==> src/rtl/core/rmq_pkg.sv <==
// ----------------------------------------------------------------------------
// rmq_pkg
// Shared types, widths and helpers for the rotation matrix to quaternion unit.
// ----------------------------------------------------------------------------
`default_nettype none

package rmq_pkg;

  // element and result width, Q1.14 codes
  localparam int W = 16;
  // square root argument width (unsigned, clamped at zero)
  localparam int ARG_W = 17;
  // off-diagonal sum or difference width
  localparam int D_W = 17;
  // radicand width: argument shifted by the fraction bits
  localparam int RAD_W = 31;
  // root width
  localparam int ROOT_W = 16;
  // quotient bits kept before clipping
  localparam int QUO_W = 17;
  // Q14 unity
  localparam logic signed [18:0] Q_ONE = 19'sd16384;
  // saturation bounds
  localparam logic signed [18:0] SAT_HI = 19'sd32767;
  localparam logic signed [18:0] SAT_LO = -19'sd32768;

  // branch chosen by the classifier
  typedef enum logic [1:0] {
    BR_TRACE = 2'd0,
    BR_X     = 2'd1,
    BR_Y     = 2'd2,
    BR_Z     = 2'd3
  } branch_t;

  // one classified request: root argument and the three numerators
  typedef struct packed {
    branch_t                br;
    logic [ARG_W-1:0]       arg;
    logic signed [D_W-1:0]  d0;
    logic signed [D_W-1:0]  d1;
    logic signed [D_W-1:0]  d2;
  } mid_t;

  // queue head as seen by the back end
  typedef struct packed {
    logic empty;
    mid_t head;
  } mid_q_t;

  // clip a wide signed value to 16 bits
  function automatic logic signed [W-1:0] sat16(input logic signed [18:0] v);
    logic signed [W-1:0] r;
    if (v > SAT_HI) r = 16'sh7fff;
    else if (v < SAT_LO) r = 16'sh8000;
    else r = v[W-1:0];
    return r;
  endfunction

endpackage

`default_nettype wire

==> src/rtl/core/rmq_front.sv <==
// ----------------------------------------------------------------------------
// rmq_front
// Accepts matrices, picks the Shepperd branch and queues the classified request.
// ----------------------------------------------------------------------------
`default_nettype none

module rmq_front (
  input  wire                       clk,
  input  wire                       rst,
  input  wire                       push,
  output logic                      full,
  input  wire logic signed [15:0]   r00,
  input  wire logic signed [15:0]   r01,
  input  wire logic signed [15:0]   r02,
  input  wire logic signed [15:0]   r10,
  input  wire logic signed [15:0]   r11,
  input  wire logic signed [15:0]   r12,
  input  wire logic signed [15:0]   r20,
  input  wire logic signed [15:0]   r21,
  input  wire logic signed [15:0]   r22,
  output rmq_pkg::mid_q_t           mid_q,
  input  wire                       mid_pop
);

  logic signed [18:0] a00, a11, a22, tr, arg_s;
  logic signed [16:0] e01, e02, e10, e12, e20, e21;
  rmq_pkg::mid_t      cls;
  rmq_pkg::mid_t      mem [2];
  logic               wp, rp;
  logic [1:0]         cnt;
  logic               wr_en, rd_en;

  // widen the elements
  always_comb begin
    a00 = 19'(r00);
    a11 = 19'(r11);
    a22 = 19'(r22);
    e01 = 17'(r01);
    e02 = 17'(r02);
    e10 = 17'(r10);
    e12 = 17'(r12);
    e20 = 17'(r20);
    e21 = 17'(r21);
    tr  = a00 + a11 + a22;
  end

  // branch selection and numerators
  always_comb begin
    priority if (tr > 19'sd0) begin
      cls.br = rmq_pkg::BR_TRACE;
      arg_s  = rmq_pkg::Q_ONE + tr;
      cls.d0 = e21 - e12;
      cls.d1 = e02 - e20;
      cls.d2 = e10 - e01;
    end else if (r00 > r11 && r00 > r22) begin
      cls.br = rmq_pkg::BR_X;
      arg_s  = rmq_pkg::Q_ONE + a00 - a11 - a22;
      cls.d0 = e21 - e12;
      cls.d1 = e01 + e10;
      cls.d2 = e02 + e20;
    end else if (r11 > r22) begin
      cls.br = rmq_pkg::BR_Y;
      arg_s  = rmq_pkg::Q_ONE + a11 - a00 - a22;
      cls.d0 = e02 - e20;
      cls.d1 = e01 + e10;
      cls.d2 = e12 + e21;
    end else begin
      cls.br = rmq_pkg::BR_Z;
      arg_s  = rmq_pkg::Q_ONE + a22 - a00 - a11;
      cls.d0 = e10 - e01;
      cls.d1 = e02 + e20;
      cls.d2 = e12 + e21;
    end
    // negative argument only on non-rotation input: root of zero
    cls.arg = (arg_s < 19'sd0) ? '0 : arg_s[rmq_pkg::ARG_W-1:0];
  end

  // two-entry queue toward the back end
  assign full  = (cnt == 2'd2);
  assign wr_en = push && !full;
  assign rd_en = mid_pop && (cnt != 2'd0);

  always_ff @(posedge clk) begin
    if (wr_en) begin
      mem[wp] <= cls;
    end
  end

  always_ff @(posedge clk) begin
    if (rst) begin
      wp  <= 1'b0;
      rp  <= 1'b0;
      cnt <= 2'd0;
    end else begin
      if (wr_en) wp <= ~wp;
      if (rd_en) rp <= ~rp;
      cnt <= cnt + 2'(wr_en) - 2'(rd_en);
    end
  end

  assign mid_q.empty = (cnt == 2'd0);
  assign mid_q.head  = mem[rp];

endmodule

`default_nettype wire

==> config.mk <==
export PLATFORM = sky130hd
export DESIGN_NAME = rmq_front
export DESIGN_NICKNAME = d
export VERILOG_FILES = /design/src/rtl/core/rmq_pkg.sv /design/src/rtl/core/rmq_front.sv
export SDC_FILE = /design/constraint.sdc
export NUM_CORES = 1
export LEC_CHECK = 0
export BUFFER_PORTS_ARGS = -buffer_cell sky130_fd_sc_hd__buf_2
export CAP_MARGIN = 30
export CORE_ASPECT_RATIO = 1.75
export CORE_MARGIN = 5
export CORE_UTILIZATION = 60
export CTS_CLUSTER_SIZE = 20
export DETAILED_ROUTE_END_ITERATION = 10
export PLACE_DENSITY = 0.82
export SKIP_LAST_GASP = 1
export SYNTH_ARGS = -nofsm -noshare
export SYNTH_HDL_FRONTEND = slang
export SYNTH_SLANG_ARGS = --single-unit
==> constraint.sdc <==
create_clock -name clk -period 8.28 [get_ports clk]
set_input_delay 1.656 -clock clk [delete_from_list [all_inputs] [get_ports clk]]
set_output_delay 1.656 -clock clk [all_outputs]
set_load 0.01 [all_outputs]
==> After elaboration in Yosys (flattened, before gate mapping) <==
Memories as Yosys holds them, arrays and structs flattened. A register that Yosys moved wholly into a read port is not among the register bits.
Cells that the tools add are included.
{ "totals": {"memories": 1, "ram_bits": 140, "romBits": 0, "elab_cells": 52, "in_bits": 148, "regBits": 4, "out_inout_bits": 72, "latch_bits": 0} }
{ "mem_list": {"columns": ["memory", "depth", "word_bits", "read_ports", "rd_ports_with_merged_regs", "wr", "line_no", "source"], "rows": [
  ["mem", 2, 70, 1, 1, 1, "rmq_front.sv:28", "rmq_pkg::mid_t mem [2];"]
]} }
{ "op_classes": {"n_bitwise": 2, "shift": 0, "n_mux": 14, "n_reduce_logical": 6, "n_addsub": 20, "eq_ne": 1, "n_div": 0, "order_cmp": 5, "multipliers": 0} }
{ "op_table": {"columns": ["op", "count"], "rows": [
  ["$mux 51", 3],
  ["$add 16x16->17", 4],
  ["$mux 19", 3],
  ["$sub 18x16->19", 3],
  ["$sub 17x16->18", 3],
  ["$add 16x16->17 const A", 3],
  ["$sub 16x16->17", 3],
  ["$gt 16x16->1", 3],
  ["$add 16x18->19 const A", 1],
  ["$lt 19x1->1 const B", 1],
  ["$add 17x16->18", 1],
  ["$gt 18x1->1 const B", 1],
  ["$mux 17", 1],
  ["$mux 1", 5],
  ["$mux 2", 2],
  ["$logic_and 1x1->1", 3],
  ["$add 2x1->2", 1],
  ["$eq 2x2->1 const B", 1],
  ["$logic_not 2->1", 1],
  ["$not 1->1", 2],
  ["$reduce_bool 2->1", 1],
  ["$sub 2x1->2", 1],
  ["$logic_not 1->1", 1]
]} }

==> Logic depth before layout (Yosys ltp) <==
Gate-level depths: netlist (run 1).
{ "depth": {"depth_word": 8, "ltp_mapped": 26, "ltp_nobuf": 22} }

==> Worst setup path before layout (run 1) <==
OpenSTA, ideal clock, no wires.
{ "synth_timing": {"path_kind": "input port to flip-flop", "startpoint": "input r00[2]", "endpoint": "memory mem[0][41] in the netlist's numbering (data pin)", "setup_slack_ns": 1.624, "setup_time_ns": 0.186, "stages": 24, "required_ns": 8.094, "arrival_time_ns": 6.470, "n_path_buf": 2, "path_cell_list": "inv_1 fa_1 inv_1 ha_1 a21oi_1 o21ai_0 a31oi_1 o21ai_0 a41o_1 a21o_1 a21oi_1 xnor2_1 inv_1 ha_1 nor4b_1 o2111ai_1 a2111oi_2 o2111ai_1 or4_1 buf_2 o21a_4 buf_6 or4_1 o31ai_1"} }
{ "synth_lines": {"columns": ["item", "line_no", "source"], "rows": [
  ["start, declared", "rmq_front.sv:12", "input wire logic signed [15:0] r00,"],
  ["end, declared", "rmq_front.sv:28", null]
]} }

==> impl_metrics.json, run 1 <==
{
  "status": "finished clean",
  "overflow": 0,
  "skew_ps": 7.833,
  "cts_sinks": 145,
  "synthTopCellsByCount": "296 x ha_1, 230 x inv_1, 140 x edfxtp_1",
  "yosys.area.top_type": "edfxtp_1",
  "min_from": "rp",
  "fin_crit_ps": 7444,
  "core_area_um2": 29390,
  "setup-tns-final_ps": 0,
  "ant_nets": 0,
  "grt_max_degree": 71,
  "drive_above_1_share_pct": 17.95,
  "worstMarginPinSlew_ps": 1004,
  "critical_path_buf_inv_count": 5,
  "multi_input_area_um2": 12400,
  "holdPathEnd": "rp",
  "synth_edf_count": 140,
  "fill_cells": 2373,
  "yosysUniqueCellTypes": 72,
  "grt_pass1_vias": 15530,
  "cp_max_fo": 52,
  "postCtsSetupBuffers": 0,
  "viasPerCell": 5.953,
  "crit_path_max_incr_delay_ps": 580,
  "grt_use_total_pct": 30.15,
  "synth_seq_cells": 145,
  "die_w_um": 140.2,
  "async_flop_share_pct": 0,
  "ir_drop_v": 0.0001445,
  "htree_num_levels": 4,
  "vias": 14680,
  "grt_pass1_wl_um": 79250,
  "antenna_cells": 0,
  "yosysTopAreaCellShare_pct": 23.60,
  "avgSynthCellArea_um2": 9.459,
  "wl_per_cell_um": 20.89,
  "power_per_cell_area_nw_per_um2": 221.5,
  "rsz0062_at_grt": "false",
  "leakage_uw": 0.009196,
  "initial_core_util_pct": 60.60,
  "place_congestion": 0.9395,
  "register_area_um2": 4308,
  "dieArea_um2": 33370,
  "r2r_slack_ps": 6630,
  "timing.rr.end": "mem[0][4]",
  "drc": 0,
  "fin_ws_ps": 835.6,
  "place_hpwl_um": 42700,
  "syn-num-nets": 2404,
  "synth_ff_type": "edfxtp_1",
  "clockBufferDepth": 2,
  "antenna_found_initial": 0,
  "finalCritPeriodShare_pct": 89.91,
  "endpoint_kind": "register",
  "ff2ff_path_depth": 5,
  "met3_usage_pct": 2.928,
  "port_buffers": 219,
  "use_met2_pct": 57.51,
  "hold_buffers": 0,
  "insertion_delay_ps": 430,
  "ys_top_cells_by_area": "edfxtp_1 24%, ha_1 21%, fa_1 8.7%, mux2_2 5.4%, inv_1 4.8%",
  "chipHeight_um": 237.9,
  "cts_resized": 0,
  "r2r_start": "cnt[0]",
  "synth.most_common_cell": "ha_1",
  "cp_slowest_cell": "or4_1",
  "syn-cell-area_um2": 17810,
  "first_pass_iters": 5,
  "hold_viol_final": 0,
  "worstPathCellList": "buf_2 > inv_1 > fa_1 > inv_1 > ha_1 > a21oi_1 > o21ai_0 > a31oi_1 > o21ai_0 > a41o_1 > a21o_1 > a21oi_1 > xnor2_1 > inv_1 > ha_1 > nor4b_1 > o2111ai_1 > a2111oi_2 > o2111ai_1 > or4_1 > o21a_4 > nor2_4 > buf_4 > mux2i_1",
  "placementRows": 83,
  "wirelength_um": 51510,
  "grt-busiest-layer": "met2",
  "start_kind": "primary input",
  "drtIter0Drc": 929,
  "cp_data_required_time_ps": 8530,
  "setup_violations": 0,
  "nets": 2592,
  "path_common_cell": "inv_1",
  "use_met1_pct": 29.52,
  "hold_class": "reg -> reg",
  "arrival_ps": 7700,
  "io_pins": 220,
  "netlist_instances": 1883,
  "hold_depth": 2,
  "root_buffer": "clkbuf_16",
  "cts_made_buffers": 17,
  "worstSetupPathType": "in -> reg",
  "relSlewSlack_pct": 32.33,
  "syn_to_final_growth_pct": 12.13,
  "critPathTopFamily": "compound AO/OA/AOI/OAI gates",
  "maxCapViolCount": 0,
  "place_ws_ps": 439.2,
  "cts_tree": "yes",
  "clk_pin_slew_ps": 60,
  "synth_seq_area_share_pct": 24.17,
  "maxSlewViolCount": 0,
  "yosys_warnings": 0,
  "max_freq_mhz": 134.3
}
==> worst reg2reg max path: stages (launching register included) <==
cell      delay [ps]
dfxtp_1          350
nand2b_1         150
nand2_1          140
nor2_4           100
buf_4            160
buf_16           310
==> where the power goes <==
part	switching, µW	internal (µW)	total [µW]
combinational	1470	985	2450
clock	301	533	834
sequential	49.0	1090	1140
==> layer usage <==
layer	vias up	wire [µm]
met5	-	0
li1	6954	-
met1	7035	17270
met2	514	27750
met4	0	4464
met3	177	2020
==> worst max path at each step <==
| stage | from | endpoint | slack [ps] | depth (start not counted) |
|---|---|---|---|---|
| floorplan | r00[2] | mem[0][41] | 1620 | 24 |
| finish | r00[2] | mem[1][47] | 840 | 24 |
| global placement | r00[2] | mem[0][44] | 690 | 24 |
| CTS | r00[2] | mem[0][49] | 890 | 24 |
| global route | r00[2] | mem[0][46] | 310 | 24 |
| detailed placement | r00[2] | mem[1][49] | 440 | 24 |
==> metrics by stage <==
| step | hold WS [ps] | instances | cell area, µm² | utilization (%) | total power (µW) |
|---|---|---|---|---|---|
| finish | 547.0 | 2466 | 19970 | 67.95 | 4424 |
| CTS | 534.4 | 2463 | 19890 | 67.67 | 4391 |
| global placement | 490.6 | 2431 | 19250 | 65.49 | 3488 |
| detailed placement | 508.7 | 2431 | 19250 | 65.49 | 3550 |
| global route | 573.6 | 2466 | 19970 | 67.95 | 4665 |
| floorplan | 481.3 | 1883 | 17810 | - | 2747 |
==> registers in the layout (all words and copies together) (netlist names), named ones only <==
| register | flops |
|---|---|
| wp | 1 |
| mem | 140 |
| cnt | 2 |
| rp | 1 |
==> layout make-up <==
cell class	count	area share [%]
well taps	382	2.393
clock buffers	18	2.149
flip-flops and latches	145	21.57
inverters	230	4.323
multi-input cells	1441	62.08
repair buffers	236	6.428
clock inverters	14	1.059
==> kinds of logic after synthesis <==
| kind of cell | Yosys count | synth area share [%] |
|---|---|---|
| flops | 145 | 24.17 |
| xor+xnor | 128 | 6.294 |
| fa+ha+maj | 373 | 29.45 |
| compound gates | 454 | 16.64 |
| simple gates | 375 | 10.26 |
| buf+inv | 297 | 6.344 |
| mux | 111 | 6.842 |
==> layout by cell type (no fill, tap or decap), drive strengths merged, types with 7 or more instances in the layout <==
cell,count
o31ai,20
clkbuf,18
or3,7
a21oi,127
edfxtp,140
o22ai,10
a31oi,13
fa,77
xor2,33
nand2b,25
o21bai,15
a21o,32
nor4,15
a211oi,21
xnor2,95
o21a,25
ha,296
and3,12
mux2i,25
a2111oi,10
nand2,75
nor2,120
mux2,86
nor3,40
buf,236
inv,231
o21ai,90
a211o,8
o211ai,21
nand3,15
nor2b,34
(Power assumes the default switching activity.)
==> run 2: changes to the inputs <==
==> constraint.sdc (replaced) <==
create_clock -name clk -period 8.2 [get_ports clk]
set_input_delay 1.64 -clock clk [delete_from_list [all_inputs] [get_ports clk]]
set_output_delay 1.64 -clock clk [all_outputs]
set_load 0.01 [all_outputs]
==> impl_metrics.json, run 2 (synthesis gave the netlist of run 1 again) <==
{
  "fin_util_pct": 67.92,
  "ant_nets": 0,
  "syn_to_final_growth_pct": 12.08,
  "timing.hold.ws_ps": 522.7,
  "ff2ff_path_depth": 5,
  "cts_made_buffers": 17,
  "dieArea_um2": 33370,
  "port_buffers": 219,
  "final_common_cell": "ha_1",
  "clk_pin_slew_ps": 60,
  "maxCapViolCount": 0,
  "worstMarginPinSlew_ps": 1031,
  "clockBufferDepth": 2,
  "vias": 14880,
  "worstPathCellList": "buf_2 > inv_1 > fa_1 > inv_1 > ha_1 > a21oi_1 > o21ai_0 > a31oi_1 > o21ai_0 > a41o_1 > a21o_1 > a21oi_1 > xnor2_1 > inv_1 > ha_1 > nor4b_1 > o2111ai_1 > a2111oi_2 > o2111ai_1 > or4_1 > o21a_4 > buf_4 > o311ai_0 > a22oi_1",
  "die_w_um": 140.2,
  "io_pins": 220,
  "worstSetupPathType": "in -> reg",
  "drive_above_1_share_pct": 17.87,
  "wl_per_cell_um": 21.33,
  "initial_core_util_pct": 60.60,
  "largestRegisters": "mem: 140 flops, cnt: 2 flops",
  "relSlewSlack_pct": 30.55,
  "cp_max_fo": 29,
  "grt_max_degree": 71,
  "arrival_ps": 7450,
  "start_kind": "primary input",
  "placed_area_um2": 19240,
  "core_area_um2": 29390,
  "top_register": "mem",
  "setup-tns-final_ps": 0,
  "rsz0062_at_grt": "false",
  "ir_drop_v": 0.0001555,
  "cts_sinks": 145,
  "grt_pass1_vias": 15600,
  "cts_resized": 0,
  "drtIter0Drc": 1066,
  "status": "finished clean",
  "place_hpwl_um": 42580,
  "setup_violations": 0,
  "drc": 0,
  "finalCritPeriodShare_pct": 88.97,
  "place_congestion": 0.9724,
  "power_per_cell_area_nw_per_um2": 225.0,
  "cts_tree": "yes",
  "endpoint_kind": "register",
  "placementRows": 83,
  "largest_reg_flops": 140,
  "antenna_found_initial": 0,
  "maxSlewViolCount": 0,
  "final_area_um2": 19960,
  "cp_data_required_time_ps": 8350,
  "postCtsSetupBuffers": 0,
  "crit_path_max_incr_delay_ps": 570,
  "cp_slowest_cell": "fa_1",
  "leakage_uw": 0.009191,
  "hold_viol_final": 0,
  "viasPerCell": 6.037,
  "path_common_cell": "inv_1",
  "max_freq_mhz": 137.1,
  "final_cell_mix": "296 x ha_1, 230 x inv_1, 219 x buf_2, 140 x edfxtp_1, 127 x a21oi_1",
  "root_buffer": "clkbuf_16",
  "overflow": 0,
  "htree_num_levels": 4,
  "hold_class": "reg -> reg",
  "skew_ps": 9.647,
  "insertion_delay_ps": 440,
  "hold_depth": 2,
  "first_pass_iters": 8,
  "grt_pass1_wl_um": 81150,
  "power.total_uw": 4492,
  "fin_crit_ps": 7296,
  "wirelength_um": 52590,
  "nets": 2591,
  "hold_buffers": 0,
  "chipHeight_um": 237.9,
  "grt_use_total_pct": 30.96
}
## run 2: cell type report
cell class	instances	area, µm²
antenna	1	2.502
clock buffer	17	425.4
clock inverter	14	211.5
fill	2363	9428
inverter	230	863.3
multi-input combinational	1441	12400
sequential	145	4308
tap	382	478.0
timing repair buffer	235	1276
## run 2: worst max-delay path: cells and delay by family
| family | cells | cell delay, ps |
|---|---|---|
| AO/OA/AOI/OAI | 13 | 3150 |
| AND/OR/NAND/NOR | 2 | 790 |
| buffers and inverters | 5 | 750 |
| adder cells (fa/ha/maj) | 3 | 1000 |
| XOR/XNOR | 1 | 120 |
## run 2: path summary, 6_finish.rpt
kind	from	to	slack [ps]
setup / recovery	r00[2]	mem[1][19]	900
hold reg to reg	rp	rp	520
setup reg to reg	cnt[0]	mem[0][54]	6510
hold / removal	rp	rp	520
## run 2: routing by layer
metal | up-vias | track usage [%] | part of all wire, %
met5 | - | 0 | 0
met4 | 0 | 21.89 | 8.2
met3 | 174 | 2.847 | 4.1
met2 | 549 | 58.92 | 54
met1 | 7198 | 30.94 | 34
li1 | 6961 | - | -
## run 2: stage by stage
step	setup WS, ps	instances
final	904.4	2465
after global routing	265.8	2464
after CTS	908.7	2461
after detailed placement	484.6	2430
after global placement	673.7	2430
after floorplan	1560	1883
## run 2: power by group
group	internal (µW)	switching, µW
clock	538	312
combinational	995	1500
sequential	1100	47.4
total	2630	1860
